[src/hw/rtl/rv32se_pkg.sv]
`default_nettype none

package rv32se_pkg;

    localparam int DATA_BYTES = 4096;
    localparam int AW         = $clog2(DATA_BYTES);
    localparam int WORD_BYTES = 4;
    localparam int DM_ROWS    = DATA_BYTES / WORD_BYTES;
    localparam int ROW_W      = AW - 2;
    localparam int SA_W       = 12;

    localparam logic [6:0] OPC_HALT  = 7'b0000000;
    localparam logic [6:0] OPC_R     = 7'b0110011;
    localparam logic [6:0] OPC_I     = 7'b0010011;
    localparam logic [6:0] OPC_STORE = 7'b0100011;
    localparam logic [6:0] OPC_LOAD  = 7'b0000011;
    localparam logic [6:0] OPC_JALR  = 7'b1100111;
    localparam logic [6:0] OPC_BLT   = 7'b1100011;
    localparam logic [6:0] F7_BASE   = 7'b0000000;
    localparam logic [6:0] F7_ALT    = 7'b0100000;
    localparam logic [2:0] F3_SUB    = 3'b000;
    localparam logic [2:0] F3_XOR    = 3'b100;
    localparam logic [2:0] F3_AND    = 3'b111;

    typedef enum logic [2:0] {
        K_NOP, K_HALT, K_ALU, K_LOAD, K_STORE, K_JALR, K_BLT
    } t_kind;

    typedef enum logic [2:0] {
        A_ADD, A_SUB, A_XOR, A_SRA, A_AND
    } t_alu;

    typedef enum logic [1:0] {
        S_CLR, S_RD, S_EX, S_MEM
    } t_state;

    typedef struct packed {
        t_kind       kind;
        t_alu        alu;
        logic        use_imm;
        logic [4:0]  rd;
        logic [4:0]  rs1;
        logic [4:0]  rs2;
        logic [31:0] imm;
    } t_dec;

    typedef struct packed {
        logic valid;
        t_dec dec;
    } t_fq;

    typedef struct packed {
        logic take;
        logic clearing;
    } t_bk;

    typedef struct packed {
        logic [31:0]     next_pc;
        logic            halted;
        logic            reg_written;
        logic [4:0]      reg_index;
        logic [31:0]     reg_value;
        logic            store_done;
        logic [SA_W-1:0] store_address;
        logic [31:0]     store_value;
    } t_res;

    typedef struct packed {
        logic        rd_en;
        logic [4:0]  ra1;
        logic [4:0]  ra2;
        logic        we;
        logic [4:0]  wa;
        logic [31:0] wd;
    } t_rf_req;

    typedef struct packed {
        logic [WORD_BYTES-1:0]            we;
        logic                             re;
        logic [WORD_BYTES-1:0][ROW_W-1:0] row;
        logic [WORD_BYTES-1:0][7:0]       wdata;
    } t_dm_req;

endpackage

`default_nettype wire

[src/hw/rtl/rv32se_front.sv]
`default_nettype none

module rv32se_front import rv32se_pkg::*; (
    input  wire logic        i_clk,
    input  wire logic        i_rst_n,
    input  wire logic        i_push,
    input  wire logic [31:0] i_instruction,
    output logic             o_full,
    output t_fq              o_fq,
    input  wire t_bk         i_bk
);

    logic [6:0] op;
    logic [2:0] f3;
    logic [6:0] f7;
    t_dec       dec;
    logic       wr_en;

    t_dec       r_q [2];
    logic       r_wp;
    logic       r_rp;
    logic [1:0] r_cnt;

    assign op = i_instruction[6:0];
    assign f3 = i_instruction[14:12];
    assign f7 = i_instruction[31:25];

    always_comb begin
        dec.kind    = K_NOP;
        dec.alu     = A_ADD;
        dec.use_imm = 1'b1;
        dec.rd      = i_instruction[11:7];
        dec.rs1     = i_instruction[19:15];
        dec.rs2     = i_instruction[24:20];
        dec.imm     = {{20{i_instruction[31]}}, i_instruction[31:20]};
        case (op)
            OPC_HALT: dec.kind = K_HALT;
            OPC_R: begin
                dec.kind    = K_ALU;
                dec.use_imm = 1'b0;
                if (f7 == F7_BASE && f3 == F3_XOR) begin
                    dec.alu = A_XOR;
                end else if (f7 == F7_ALT && f3 == F3_SUB) begin
                    dec.alu = A_SUB;
                end else if (f7 == F7_ALT) begin
                    dec.alu = A_SRA;
                end else begin
                    dec.alu = A_ADD;
                end
            end
            OPC_I: begin
                dec.kind = K_ALU;
                dec.alu  = (f3 == F3_AND) ? A_AND : A_ADD;
            end
            OPC_LOAD: dec.kind = K_LOAD;
            OPC_STORE: begin
                dec.kind = K_STORE;
                dec.imm  = {{20{i_instruction[31]}}, i_instruction[31:25],
                            i_instruction[11:7]};
            end
            OPC_JALR: dec.kind = K_JALR;
            OPC_BLT: begin
                dec.kind    = K_BLT;
                dec.use_imm = 1'b0;
                dec.imm     = {{19{i_instruction[31]}}, i_instruction[31], i_instruction[7],
                               i_instruction[30:25], i_instruction[11:8], 1'b0};
            end
            default: dec.kind = K_NOP;
        endcase
    end

    // no beats taken while the data memory is being cleared
    assign o_full = (r_cnt == 2'd2) || i_bk.clearing;
    assign wr_en  = i_push && !o_full;

    assign o_fq.valid = (r_cnt != 2'd0);
    assign o_fq.dec   = r_q[r_rp];

    always_ff @(posedge i_clk) begin
        if (wr_en) begin
            r_q[r_wp] <= dec;
        end
    end

    always_ff @(posedge i_clk) begin
        if (!i_rst_n) begin
            r_wp  <= 1'b0;
            r_rp  <= 1'b0;
            r_cnt <= 2'd0;
        end else begin
            if (wr_en) begin
                r_wp <= ~r_wp;
            end
            if (i_bk.take) begin
                r_rp <= ~r_rp;
            end
            r_cnt <= r_cnt + 2'(wr_en) - 2'(i_bk.take);
        end
    end

endmodule

`default_nettype wire

[config.mk]
export PLATFORM = sky130hd
export DESIGN_NAME = rv32se_front
export DESIGN_NICKNAME = d
export VERILOG_FILES = /design/src/hw/rtl/rv32se_pkg.sv /design/src/hw/rtl/rv32se_front.sv
export SDC_FILE = /design/constraint.sdc
export NUM_CORES = 1
export LEC_CHECK = 0
export BUFFER_PORTS_ARGS = -buffer_cell sky130_fd_sc_hd__buf_2
export CAP_MARGIN = 40
export CORE_AREA = 2 2 80 82
export CTS_BUF_LIST = sky130_fd_sc_hd__clkbuf_8 sky130_fd_sc_hd__clkbuf_16
export CTS_CLUSTER_DIAMETER = 120
export DETAILED_ROUTE_END_ITERATION = 6
export DIE_AREA = 0 0 82 84
export GPL_ROUTABILITY_DRIVEN = 0
export PLACE_DENSITY_LB_ADDON = 0.08
export REMOVE_ABC_BUFFERS = 1
export SLEW_MARGIN = 20
export SYNTH_ARGS = -nofsm -noshare
export SYNTH_HDL_FRONTEND = slang
export SYNTH_SLANG_ARGS = --single-unit
[constraint.sdc]
create_clock -name i_clk -period 8.5 [get_ports i_clk]
set_input_delay 1.7 -clock i_clk [delete_from_list [all_inputs] [get_ports i_clk]]
set_output_delay 1.7 -clock i_clk [all_outputs]
set_load 0.005 [all_outputs]
Yosys cells after proc, flatten, opt, wreduce, memory -nomap -nowiden

Memories as Yosys holds them, arrays and structs flattened. A register that Yosys moved wholly into a read port is not among the register bits.
Cells that the tools add are included.

Output and inout port bits: 56
Flip-flop bits (word level): 4
Word-level logic and storage cells: 41
ROM bits: 0
Bits in latches: 0
Input bits: 37
Memories kept: 1
RAM bits: 108

Eq/ne operators: 10
Multipliers: 0
Divide/modulo/power cells: 0
Add/sub/neg operators: 2
Mux-type cells: 12
Order comparisons: 0
Reduce and logical (&&, ||, !) cells: 11
Bitwise gates (word level): 2
Shift operators: 0

Memories:

| name | depth | bits a word | read ports | clocked after Yosys merged registers in | write ports | line               | text |
|---|---|---|---|---|---|---|---|
| r_q  | 2     | 54          | 1          | 1                                       | 1           | rv32se_front.sv:19 | `t_dec r_q [2];` |

Operator list:

| operator                                       | number |
|---|---|
| one-hot mux 12 bit (2 select lines)            | 1 |
| == test 7 x 6 -> 1 bit (second input constant) | 3 |
| one-hot mux 3 bit (6 select lines)             | 1 |
| == test 7 bit (second input constant)          | 2 |
| logical NOT 7 bit                              | 2 |
| 2-to-1 mux 3 bit                               | 3 |
| == test 7 x 2 -> 1 bit (second input constant) | 1 |
| == test 7 x 5 -> 1 bit (second input constant) | 1 |
| == test 3 bit (second input constant)          | 2 |
| one-hot mux 3 bit (2 select lines)             | 1 |
| 2-to-1 mux 1 bit                               | 5 |
| OR reduction 2 bit                             | 2 |
| logical AND 1 bit                              | 3 |
| logical NOT 3 bit                              | 1 |
| adder 2 x 1 -> 2 bit                           | 1 |
| == test 2 bit (second input constant)          | 1 |
| 2-to-1 mux 2 bit                               | 1 |
| inverter 1 bit                                 | 2 |
| nonzero test 2 bit                             | 1 |
| subtractor 2 x 1 -> 2 bit                      | 1 |
| logical NOT 1 bit                              | 1 |
| logical OR 1 bit                               | 1 |

Depth between registers and ports, before layout

Gate-level depths: netlist of the first run.

Word-level depth: 6
Depth in mapped cells: 7

Worst setup path after synthesis of the first run

OpenSTA, ideal clock, no wires.

Path kind: input-to-reg
Start point: input i_bk[0] (netlist name)
End point: memory r_q[0][0] (netlist name) (enable)
Stages on the path: 2
Data arrival time: 3,593 ps
Slack: 4,475 ps
Setup time: 431 ps
Cells stage by stage: nor3b_2 nor2b_1

Word-level cells in the longest chain between the ends: 5

Ends and longest elaborated chain:

| item                                   | line               | text |
|---|---|---|
| start, declared                        | rv32se_front.sv:10 | `input wire t_bk i_bk` |
| logical OR 1 bit                       | rv32se_front.sv:73 | `assign o_full = (r_cnt == 2'd2) \|\| i_bk.clearing;` |
| logical NOT 1 bit                      | rv32se_front.sv:74 | `assign wr_en = i_push && !o_full;` |
| logical AND 1 bit                      | rv32se_front.sv:74 |  |
| 2-to-1 mux 1 bit                       | rv32se_front.sv:80 | `if (wr_en) begin` |
| 2-to-1 mux 1 bit (implied by the code) | rv32se_front.sv:81 | `r_q[r_wp] <= dec;` |
| end, declared                          | rv32se_front.sv:19 |  |

Every way passes these cells.

Worst setup path in the final report of the first run

Start point: input i_bk[0] (netlist name)
End point: output o_full

Word-level cells in the longest chain between the ends: 1

Ends and longest elaborated chain:

| item             | line               | text |
|---|---|---|
| logical OR 1 bit | rv32se_front.sv:73 |  |
| end, declared    | rv32se_front.sv:8  | `output logic o_full,` |

Every way passes these cells.

==> impl_metrics.yaml, run 1 <==
setup_path:
  end_kind: "output port"
  path_cells: "buf_2 -> or2_2 -> buf_2"
  cp.arrival_ns: 2.21
  cp_max_fo: 2
  timing.rr.end: "r_q[0][3]$_DFFE_PP_"
  start_kind: "input pin"
  r2r_cells: 4
  cp_slowest_cell: "or2_2"
  required_ns: 6.80
  cp_slowest_stage_delay_ns: 0.28
  rrSetupSlack_ns: 6.61
  cp_common_cell: "buf_2"
  worstReg2RegStart: "r_cnt[1]$_SDFF_PN0_"
  path_class: "in2out"
timing:
  rsz0062_at_grt: "false"
  max_freq_ghz: 0.256
  fin_crit_ns: 3.91
  worstMarginPinSlew_ns: 0.608
  finalCritPeriodShare_pct: 46.0
  fin_tns_setup_ns: 0
  slew_headroom_pct: 59.4
  hold_viol: 0
  skew_ns: 0.00561
  setup-violations-final: 0
  drv_slew: 0
routing:
  wire_per_inst_um: 14.4
  drt-total-wl_mm: 5.14
  num_vias: 1754
  antenna_violating_nets_post_route: 0
  wl_met3_um: 229
  firstDrtPassIters: 4
  drt_iter0_markers: 46
  wl_met2_mm: 2.68
  wl_met1_mm: 2.13
  drcViolationCount: 0
  viasPerCell: 4.93
  top_layer_used: "met4"
hold_path:
  hold_depth: 2
  hold_class: "reg2reg"
  min_from: "r_rp$_SDFFE_PN0P_"
  min_to: "r_rp$_SDFFE_PN0P_"
synth:
  ys_ff_latch: 75
  yosysWarnings: 0
  synth_area_sq_um: 3200
  synth-seq-area-share_pct: 68.8
  syn_inst: 192
  syn_area_per_cell_sq_um: 16.7
  synthTopCellsByArea: "edfxtp_1, mux2_2, buf_4"
  yosysUniqueCellTypes: 33
  yosys.area.top_type_share_pct: 65.6
  synth_top_area_cell: "edfxtp_1"
pwr:
  p_sw_share_pct: 21.7
  clockPowerShare_pct: 36.9
  p_leak_nw: 1.53
  power.density_nw_per_um2: 223
  internal_power_w: 0.000686
  p_seq_share_pct: 50.0
  comb_power_share_pct: 13.0
  p_switching_w: 0.000190
  vdd_drop_max_uv: 142
clock_network:
  cts-hold-fix-buffers: 0
  insertion_delay_ns: 0.33
  cts_tree: "built"
  ctsRootBufferMaster: "clkbuf_8"
  numClockSinks: 75
  clkTransAtPathRegs_ns: 0.08
  h-tree-depth: 3
  cts_made_buffers: 9
  ctsLongestPathBuffers: 2
  post-cts-setup-buffers: 0
  cts_resized: 0
cells_and_area:
  syn2layout_area_growth_pct: 22.3
  layout-drive-gt1-share_pct: 58.4
  fin_nets: 313
  fin_cells: 356
  nFillCells: 459
  antenna_cells: 0
flow_run:
  maxCapViolCount: 0
die:
  rows: 29
  io-pin-count: 93
  die_area_sq_um: 6890
  die_w_um: 82
  initial_utilization_pct: 52.5
  core_area_sq_um: 6100
  dieHeight_um: 84
global_routing:
  grt_max_degree: 21
  antenna_found_initial: 0
  grt_pass1_wl_mm: 8.05
  grt_pass1_vias: 1695
  gr-total-overflow: 0
  groute.usage.overall_pct: 16.0
placed_design:
  hpwl_mm: 3.58
  port_buffers: 92
  dp_cells: 340
run_status:
  status: "completed"
==> state kept, by name, indices dropped and copies added, names as in the netlist, named ones only <==
name / count
r_cnt: 2
r_q: 70
r_rp: 1
r_wp: 1
==> stage by stage <==
step                setup slack (ns)  hold slack, ns  instance area, sq um  utilization, %  power [W]
floorplan                       4.48           0.451                  3030               -   0.000503
global placement                4.59           0.495                  3600            59.0   0.000554
detailed placement              4.59           0.503                  3680            60.3   0.000563
CTS                             4.59           0.523                  3920            64.3   0.000884
global route                    4.57           0.559                  3920            64.3   0.000911
finish                          4.59           0.518                  3920            64.3   0.000876
==> cells by family (layout without fill, tap and decap cells) <==
logic type,count (synthesis),in the layout,share of synthesized area (%)
XOR/XNOR,5,5,1.37
adder cells (fa/ha/maj),2,2,0.781
buffers and inverters,29,116,6.02
AO/OA/AOI/OAI,5,5,0.859
multiplexers,42,42,15.4
AND/OR/NAND/NOR,34,34,6.80
flip-flops,75,75,68.8
==> area by class of cell <==
type / count / area, sq um / share of cell area, %
Timing Repair Buffer: 95 / 543 / 13.9
Clock buffer: 9 / 124 / 3.16
Sequential cell: 75 / 2200 / 56.2
Clock inverter: 7 / 116 / 2.97
Tap cell: 77 / 96.3 / 2.46
Inverter: 5 / 18.8 / 0.479
Multi-Input combinational cell: 88 / 817 / 20.8
==> how the worst max path moves through the flow <==
stage                     cells past startpoint                   to  slack (ns)    start
final                                         3               o_full        4.59  i_bk[0]
after global routing                          3               o_full        4.57  i_bk[0]
after CTS                                     3               o_full        4.59  i_bk[0]
after detailed placement                      3               o_full        4.59  i_bk[0]
after global placement                        3               o_full        4.59  i_bk[0]
after floorplan                               2  r_q[0][0]$_DFFE_PP_        4.48  i_bk[0]
==> metal layers <==
| metal | track usage (%) | vias up |
|---|---|---|
| li1 | - | 859 |
| met2 | 26.3 | 42 |
| met5 | 0 | - |
| met1 | 19.5 | 845 |
| met3 | 3.90 | 8 |
| met4 | 7.27 | 0 |
==> Yosys cell counts <==
cell,instances
dfxtp_1,5
mux2_4,6
a21oi_1,2
and2_1,3
nor4b_1,1
mux2i_1,1
nand3_1,1
and3_1,1
a211oi_1,1
nor3b_2,1
or2_2,2
nand4_1,2
nor2b_1,4
nand2_1,3
inv_1,5
and2_2,1
xnor2_1,3
xor2_1,2
buf_4,19
and2b_2,1
nand2_4,1
nor2_1,7
o21ai_0,2
nand3_2,1
nand2b_1,1
mux2_2,35
buf_6,1
edfxtp_1,70
nor3_1,2
and4bb_4,1
buf_2,4
ha_1,2
nand4b_1,1
==> critical path: cells and delay by family <==
kind / cells / cell delay [ns]
and+or+nand+nor: 1 / 0.28
buffers and inverters: 2 / 0.23
==> power groups by stage <==
stage                     clock (W)  combinational, W  sequential (W)
after floorplan                   0         0.0000572        0.000446
after detailed placement          0          0.000116        0.000447
final                      0.000323          0.000114        0.000438
after global placement            0          0.000105        0.000449
after CTS                  0.000329          0.000117        0.000439
after global routing       0.000343          0.000127        0.000441
==> cell usage in the layout, fill, tap and decap left out, types with 2 or more instances in the layout <==
| cell type | n |
|---|---|
| nor2_1 | 7 |
| edfxtp_1 | 70 |
| nand2_1 | 3 |
| nand4_1 | 2 |
| and2_2 | 2 |
| buf_16 | 3 |
| dfxtp_1 | 4 |
| clkinv_2 | 2 |
| a21oi_1 | 2 |
| nor3_1 | 2 |
| or2_2 | 2 |
| mux2_2 | 35 |
| mux2_4 | 6 |
| bufinv_16 | 3 |
| and2_1 | 2 |
| xor2_1 | 2 |
| inv_1 | 5 |
| ha_1 | 2 |
| xnor2_1 | 3 |
| nor2b_1 | 3 |
| o21ai_0 | 2 |
| clkbuf_8 | 9 |
| buf_2 | 92 |
Note: power is estimated with default switching activity, not from simulation.
==> inputs of run 2 (changes only) <==
--- a/config.mk
+++ b/config.mk
@@ -7,11 +7,11 @@
 export LEC_CHECK = 0
 export BUFFER_PORTS_ARGS = -buffer_cell sky130_fd_sc_hd__buf_2
 export CAP_MARGIN = 40
-export CORE_AREA = 2 2 80 82
+export CORE_AREA = 2 2 83 85
 export CTS_BUF_LIST = sky130_fd_sc_hd__clkbuf_8 sky130_fd_sc_hd__clkbuf_16
 export CTS_CLUSTER_DIAMETER = 120
 export DETAILED_ROUTE_END_ITERATION = 6
-export DIE_AREA = 0 0 82 84
+export DIE_AREA = 0 0 85 87
 export GPL_ROUTABILITY_DRIVEN = 0
 export PLACE_DENSITY_LB_ADDON = 0.08
 export REMOVE_ABC_BUFFERS = 1
==> constraint.sdc (replaced) <==
create_clock -name i_clk -period 3.81 [get_ports i_clk]
set_input_delay 0.762 -clock i_clk [delete_from_list [all_inputs] [get_ports i_clk]]
set_output_delay 0.762 -clock i_clk [all_outputs]
set_load 0.005 [all_outputs]
==> run 2 against run 1 <==
  * Flip-flop and latch count unchanged
  * First-iteration DRC count increased by 74%
  * Critical path depth unchanged
  * Final area decreased by 2.7%
  * Count of clock-buffer cells in the layout unchanged
  * Critical path type is now reg2out
  * Non-clock buffer count unchanged
  * Critical endpoint is now o_fq[2]
  * Global-route usage decreased by 1.7 points
  * Die area increased by 7.4%
  * Core utilization decreased by 6.2 points
==> impl_metrics.yaml, run 2 (synthesis gave the netlist of run 1 again) <==
flow_run:
  maxCapViolCount: 0
timing:
  slew_headroom_pct: 56.3
  fin_tns_setup_ns: 0
  fin_crit_ns: 2.63
  skew_ns: 0.0107
  worst_slack_ns: 1.18
  finalCritPeriodShare_pct: 69.0
  hold_viol: 0
  max_freq_ghz: 0.380
  worstMarginPinSlew_ns: 0.655
  rsz0062_at_grt: "false"
  setup-violations-final: 0
  drv_slew: 0
routing:
  antenna_violating_nets_post_route: 0
  drcViolationCount: 0
  num_vias: 1721
  wire_per_inst_um: 14.3
  drt-total-wl_mm: 5.13
  viasPerCell: 4.81
  firstDrtPassIters: 4
  drt_iter0_markers: 80
pwr:
  clockPowerShare_pct: 28.2
  p_leak_nw: 1.49
  power.density_nw_per_um2: 449
  p_switching_w: 0.000396
  vdd_drop_max_uv: 224
  comb_power_share_pct: 14.5
  internal_power_w: 0.00131
  p_sw_share_pct: 23.1
  p_seq_share_pct: 57.3
cells_and_area:
  antenna_cells: 0
  top_regs: "r_q: 70 flops, r_cnt: 2 flops"
  largest_register_ffs: 70
  regMostFlops: "r_q"
  layout-drive-gt1-share_pct: 56.8
  final_common_cell: "buf_2"
  nFillCells: 519
  fin_nets: 313
  final_cell_mix: "buf_2, edfxtp_1, mux2_2"
  syn2layout_area_growth_pct: 19.1
global_routing:
  grt_max_degree: 28
  gr-total-overflow: 0
  groute.usage.overall_pct: 14.2
  antenna_found_initial: 0
  grt_pass1_wl_mm: 7.94
  grt_pass1_vias: 1658
setup_path:
  cp.arrival_ns: 1.87
  path_cells: "buf_4 -> mux2_2 -> buf_2"
  rrSetupSlack_ns: 1.95
  required_ns: 3.05
  path_class: "reg2out"
  cp_slowest_stage_delay_ns: 0.75
  start_kind: "flop"
  end_kind: "output port"
  cp_slowest_cell: "dfxtp_2"
  cp_max_fo: 27
clock_network:
  cts_made_buffers: 9
  post-cts-setup-buffers: 0
  clkTransAtPathRegs_ns: 0.08
  numClockSinks: 75
  cts-hold-fix-buffers: 0
  insertion_delay_ns: 0.33
  ctsLongestPathBuffers: 2
  cts_resized: 0
  cts_tree: "built"
  h-tree-depth: 3
  ctsRootBufferMaster: "clkbuf_8"
die:
  rows: 30
  die_area_sq_um: 7400
  dieHeight_um: 87
  core_area_sq_um: 6570
  initial_utilization_pct: 48.8
  die_w_um: 85
  io-pin-count: 93
placed_design:
  dp_slack_ns: 1.49
  port_buffers: 92
  hpwl_mm: 3.52
run_status:
  status: "completed"
hold_path:
  hold_class: "reg2reg"
-- run 2: critical path: cells and delay by family (launching register included) --
kind | cells | cell delay, ns
flops | 1 | 0.75
mux | 1 | 0.34
buf+inv | 2 | 0.42
-- run 2: worst paths after layout --
check	to	cells after the start	startpoint
max	o_fq[2]	3	flop
min	flop	2	r_rp$_SDFFE_PN0P_
max reg2reg	r_q[0][42]$_DFFE_PP_	4	r_cnt[1]$_SDFF_PN0_
min reg2reg	flop	2	r_rp$_SDFFE_PN0P_
-- run 2: routing by layer --
layer | GRT usage [%] | vias up | wire [um]
li1 | - | 856 | -
met1 | 17.9 | 809 | 2260
met2 | 22.9 | 47 | 2530
met3 | 3.98 | 9 | 260
met4 | 6.93 | 0 | 88
met5 | 0 | - | 0
-- run 2: cell type report --
type                       count  area (sq um)  share of cell area, %
sequential                    75          2200                   57.8
multi-input combinational     88           817                   21.4
timing repair buffer          95           523                   13.7
clock buffer                   9           124                   3.25
tap                           80           100                   2.62
clock inverter                 6          27.5                  0.722
inverter                       5          18.8                  0.492
-- run 2: through the flow --
| stage | instances | instance area (sq um) | util (%) | hold slack [ns] | power, W |
|---|---|---|---|---|---|
| 6_report | 358 | 3810 | 58.1 | 0.518 | 0.00171 |
| 5_1_grt | 358 | 3810 | 58.1 | 0.539 | 0.00179 |
| 4_1_cts | 358 | 3810 | 58.1 | 0.523 | 0.00173 |
| 3_5_place_dp | 343 | 3660 | 55.8 | 0.502 | 0.00125 |
| 3_3_place_gp | 341 | 3610 | 54.9 | 0.497 | 0.00124 |
| 2_1_floorplan | 168 | 3030 | - | 0.451 | 0.00112 |
-- run 2: power by group through the flow --
stage	Clock (W)	Combinational, W	Sequential (W)
final	0.000483	0.000248	0.000980
after global routing	0.000534	0.000274	0.000986
after CTS	0.000498	0.000253	0.000981
after detailed placement	0	0.000252	0.00100
after global placement	0	0.000240	0.00100
after floorplan	0	0.000128	0.000995
==> inputs of run 3 (changes only) <==
--- a/config.mk
+++ b/config.mk
@@ -5,13 +5,14 @@
 export SDC_FILE = /design/constraint.sdc
 export NUM_CORES = 1
 export LEC_CHECK = 0
+export ABC_AREA = 1
 export BUFFER_PORTS_ARGS = -buffer_cell sky130_fd_sc_hd__buf_2
 export CAP_MARGIN = 40
-export CORE_AREA = 2 2 83 85
+export CORE_AREA = 2 2 84 86
 export CTS_BUF_LIST = sky130_fd_sc_hd__clkbuf_8 sky130_fd_sc_hd__clkbuf_16
 export CTS_CLUSTER_DIAMETER = 120
 export DETAILED_ROUTE_END_ITERATION = 6
-export DIE_AREA = 0 0 85 87
+export DIE_AREA = 0 0 86 88
 export GPL_ROUTABILITY_DRIVEN = 0
 export PLACE_DENSITY_LB_ADDON = 0.08
 export REMOVE_ABC_BUFFERS = 1
==> constraint.sdc (replaced) <==
create_clock -name i_clk -period 2.7 [get_ports i_clk]
set_input_delay 0.54 -clock i_clk [delete_from_list [all_inputs] [get_ports i_clk]]
set_output_delay 0.54 -clock i_clk [all_outputs]
set_load 0.005 [all_outputs]
==> run 3 against run 2 <==
  * Total power rose by 37%
  * Critical endpoint is now o_fq[1]
  * Cell count increased by 10%
  * Critical path type unchanged
  * Largest cell class unchanged
  * Clock skew decreased by 0.0055 ns
  * Final area up 2.4%
  * Largest power group unchanged
  * Register-to-register slack worse by 0.78 ns
==> impl_metrics.yaml, run 3 <==
run_status:
  status: "completed"
pwr:
  internal_power_w: 0.00180
  p_leak_nw: 1.69
  clockPowerShare_pct: 29.1
  p_switching_w: 0.000541
  p_sw_share_pct: 23.1
  finalPower_w: 0.00234
  vdd_drop_max_uv: 313
  comb_power_share_pct: 13.2
  power.density_nw_per_um2: 601
  p_seq_share_pct: 57.6
placed_design:
  hpwl_mm: 3.94
  dpl_cell_area_sq_um: 3750
  dp_cells: 379
  port_buffers: 92
routing:
  wire_per_inst_um: 14.7
  wl_met3_um: 364
  viasPerCell: 4.88
  wl_met1_mm: 2.54
  wl_met2_mm: 2.87
  firstDrtPassIters: 4
  drcViolationCount: 0
  drt-total-wl_mm: 5.80
  top_layer_used: "met4"
  antenna_violating_nets_post_route: 0
  drt_iter0_markers: 103
  num_vias: 1929
setup_path:
  rrSetupSlack_ns: 1.17
  cp.buffers_inverters: 2
  cp.arrival_ns: 1.69
  required_ns: 2.16
  cp_slowest_cell: "dfxtp_2"
  end_kind: "output port"
  cp_max_fo: 14
  start_kind: "flop"
  cp_slowest_stage_delay_ns: 0.52
  cpLargestDelayFamily: "flip-flops"
  path_cells: "buf_4 -> mux2_2 -> buf_2"
  path_class: "reg2out"
timing:
  drv_slew: 0
  slew_headroom_pct: 66.5
  rsz0062_at_grt: "false"
  finalCritPeriodShare_pct: 82.8
  worstMarginPinSlew_ns: 0.503
  fin_crit_ns: 2.23
  skew_ns: 0.00525
  max_freq_ghz: 0.447
  setup-violations-final: 0
  hold_viol: 0
  fin_tns_setup_ns: 0
die:
  die_area_sq_um: 7570
  io-pin-count: 93
  die_w_um: 86
  dieHeight_um: 88
  core_area_sq_um: 6640
  initial_utilization_pct: 50.7
  rows: 30
synth:
  dominantRegCellSynth: "edfxtp_1"
  yosysUniqueCellTypes: 24
  synth_commonest_cells: "edfxtp_1, mux2_4, nand2_1"
  syn_inst: 226
  synthTopCellsByArea: "edfxtp_1, mux2_4, buf_4"
  synth-seq-area-share_pct: 65.4
  synth_most_common_cell: "edfxtp_1"
  yosys.area.top_type_share_pct: 62.5
  yosysWarnings: 0
  synth_area_sq_um: 3370
  synth-edff-count: 70
  ys_ff_latch: 75
  synth_top_area_cell: "edfxtp_1"
  synthArstFlopShare_pct: 0
  syn_area_per_cell_sq_um: 14.9
flow_run:
  maxCapViolCount: 0
global_routing:
  antenna_found_initial: 0
  grt_pass1_wl_mm: 8.95
  grt_pass1_vias: 1909
  grt_max_degree: 36
  groute.usage.overall_pct: 15.9
  gr-total-overflow: 0
clock_network:
  post-cts-setup-buffers: 0
  cts-hold-fix-buffers: 0
  cts_resized: 0
  cts_tree: "built"
  clkTransAtPathRegs_ns: 0.07
  ctsRootBufferMaster: "clkbuf_8"
  ctsLongestPathBuffers: 2
  numClockSinks: 75
  h-tree-depth: 3
  insertion_delay_ns: 0.33
  cts_made_buffers: 9
cells_and_area:
  regMostFlops: "r_q"
  syn2layout_area_growth_pct: 16.0
  area.sequential_sq_um: 2200
  layout-drive-gt1-share_pct: 49.2
  fin_nets: 349
  antenna_cells: 0
  multi_input_area_sq_um: 896
  nFillCells: 558
  fin_cells: 395
  final_common_cell: "buf_2"
  largest_register_ffs: 70
  top_regs: "r_q: 70 flops, r_cnt: 2 flops"
  fin_area_sq_um: 3900
  post-route-util_pct: 58.8
  final_cell_mix: "buf_2, edfxtp_1, nand2_1, mux2_4, nor2_1"
hold_path:
  hold_class: "in2reg"
-- run 3: cell types whose count changed after synthesis, sizes merged, moves of 2 or more --
cell,previous run,this run
nor2b,4,0
nand2,4,32
and2,4,1
inv,5,15
nand3,2,12
xnor2,3,0
nor3,2,0
nor2,7,22
mux2,41,35
nand4,2,4
-- run 3: area by class of cell --
type,instances,area share [%]
Clock buffer,9,3.17
Sequential cell,75,56.4
Clock inverter,7,0.737
Timing Repair Buffer,96,12.6
Inverter,16,1.57
Multi-Input combinational cell,112,22.9
Tap cell,80,2.56
-- run 3: cell families after synthesis --
| group | Yosys count | share of synthesized area [%] |
|---|---|---|
| adder cells (fa/ha/maj) | 2 | 0.743 |
| buffers and inverters | 39 | 8.18 |
| AO/OA/AOI/OAI | 2 | 0.297 |
| XOR/XNOR | 1 | 0.260 |
| multiplexers | 35 | 15.1 |
| AND/OR/NAND/NOR | 72 | 10.0 |
| flip-flops | 75 | 65.4 |
-- run 3: stage by stage --
step	hold slack (ns)	worst slack, ns
after floorplan	0.463	0.0621
final	0.393	0.465
after detailed placement	0.494	0.805
after CTS	0.373	0.436
after global placement	0.476	0.827
after global routing	0.376	0.357
-- run 3: final timing paths --
kind,start,end,cells past startpoint
worst max-delay path,flop,o_fq[1],3
worst min-delay path,i_instruction[16],r_q[1][38]$_DFFE_PP_,1
worst max register to register,r_cnt[0]$_SDFF_PN0_,r_q[0][7]$_DFFE_PP_,5
worst min register to register,r_rp$_SDFFE_PN0P_,r_rp$_SDFFE_PN0P_,2
-- run 3: routing by layer --
metal,vias up,GRT usage [%]
met5,-,0
met4,0,6.06
met2,66,28.0
li1,947,-
met3,7,4.71
met1,909,18.4
-- run 3: power groups by stage --
stage	registers, W	logic (W)	clock network [W]
after floorplan	0.00138	0.000169	0
after global placement	0.00138	0.000315	0
after detailed placement	0.00138	0.000315	0
after CTS	0.00135	0.000317	0.000707
after global routing	0.00136	0.000344	0.000766
final	0.00135	0.000311	0.000683
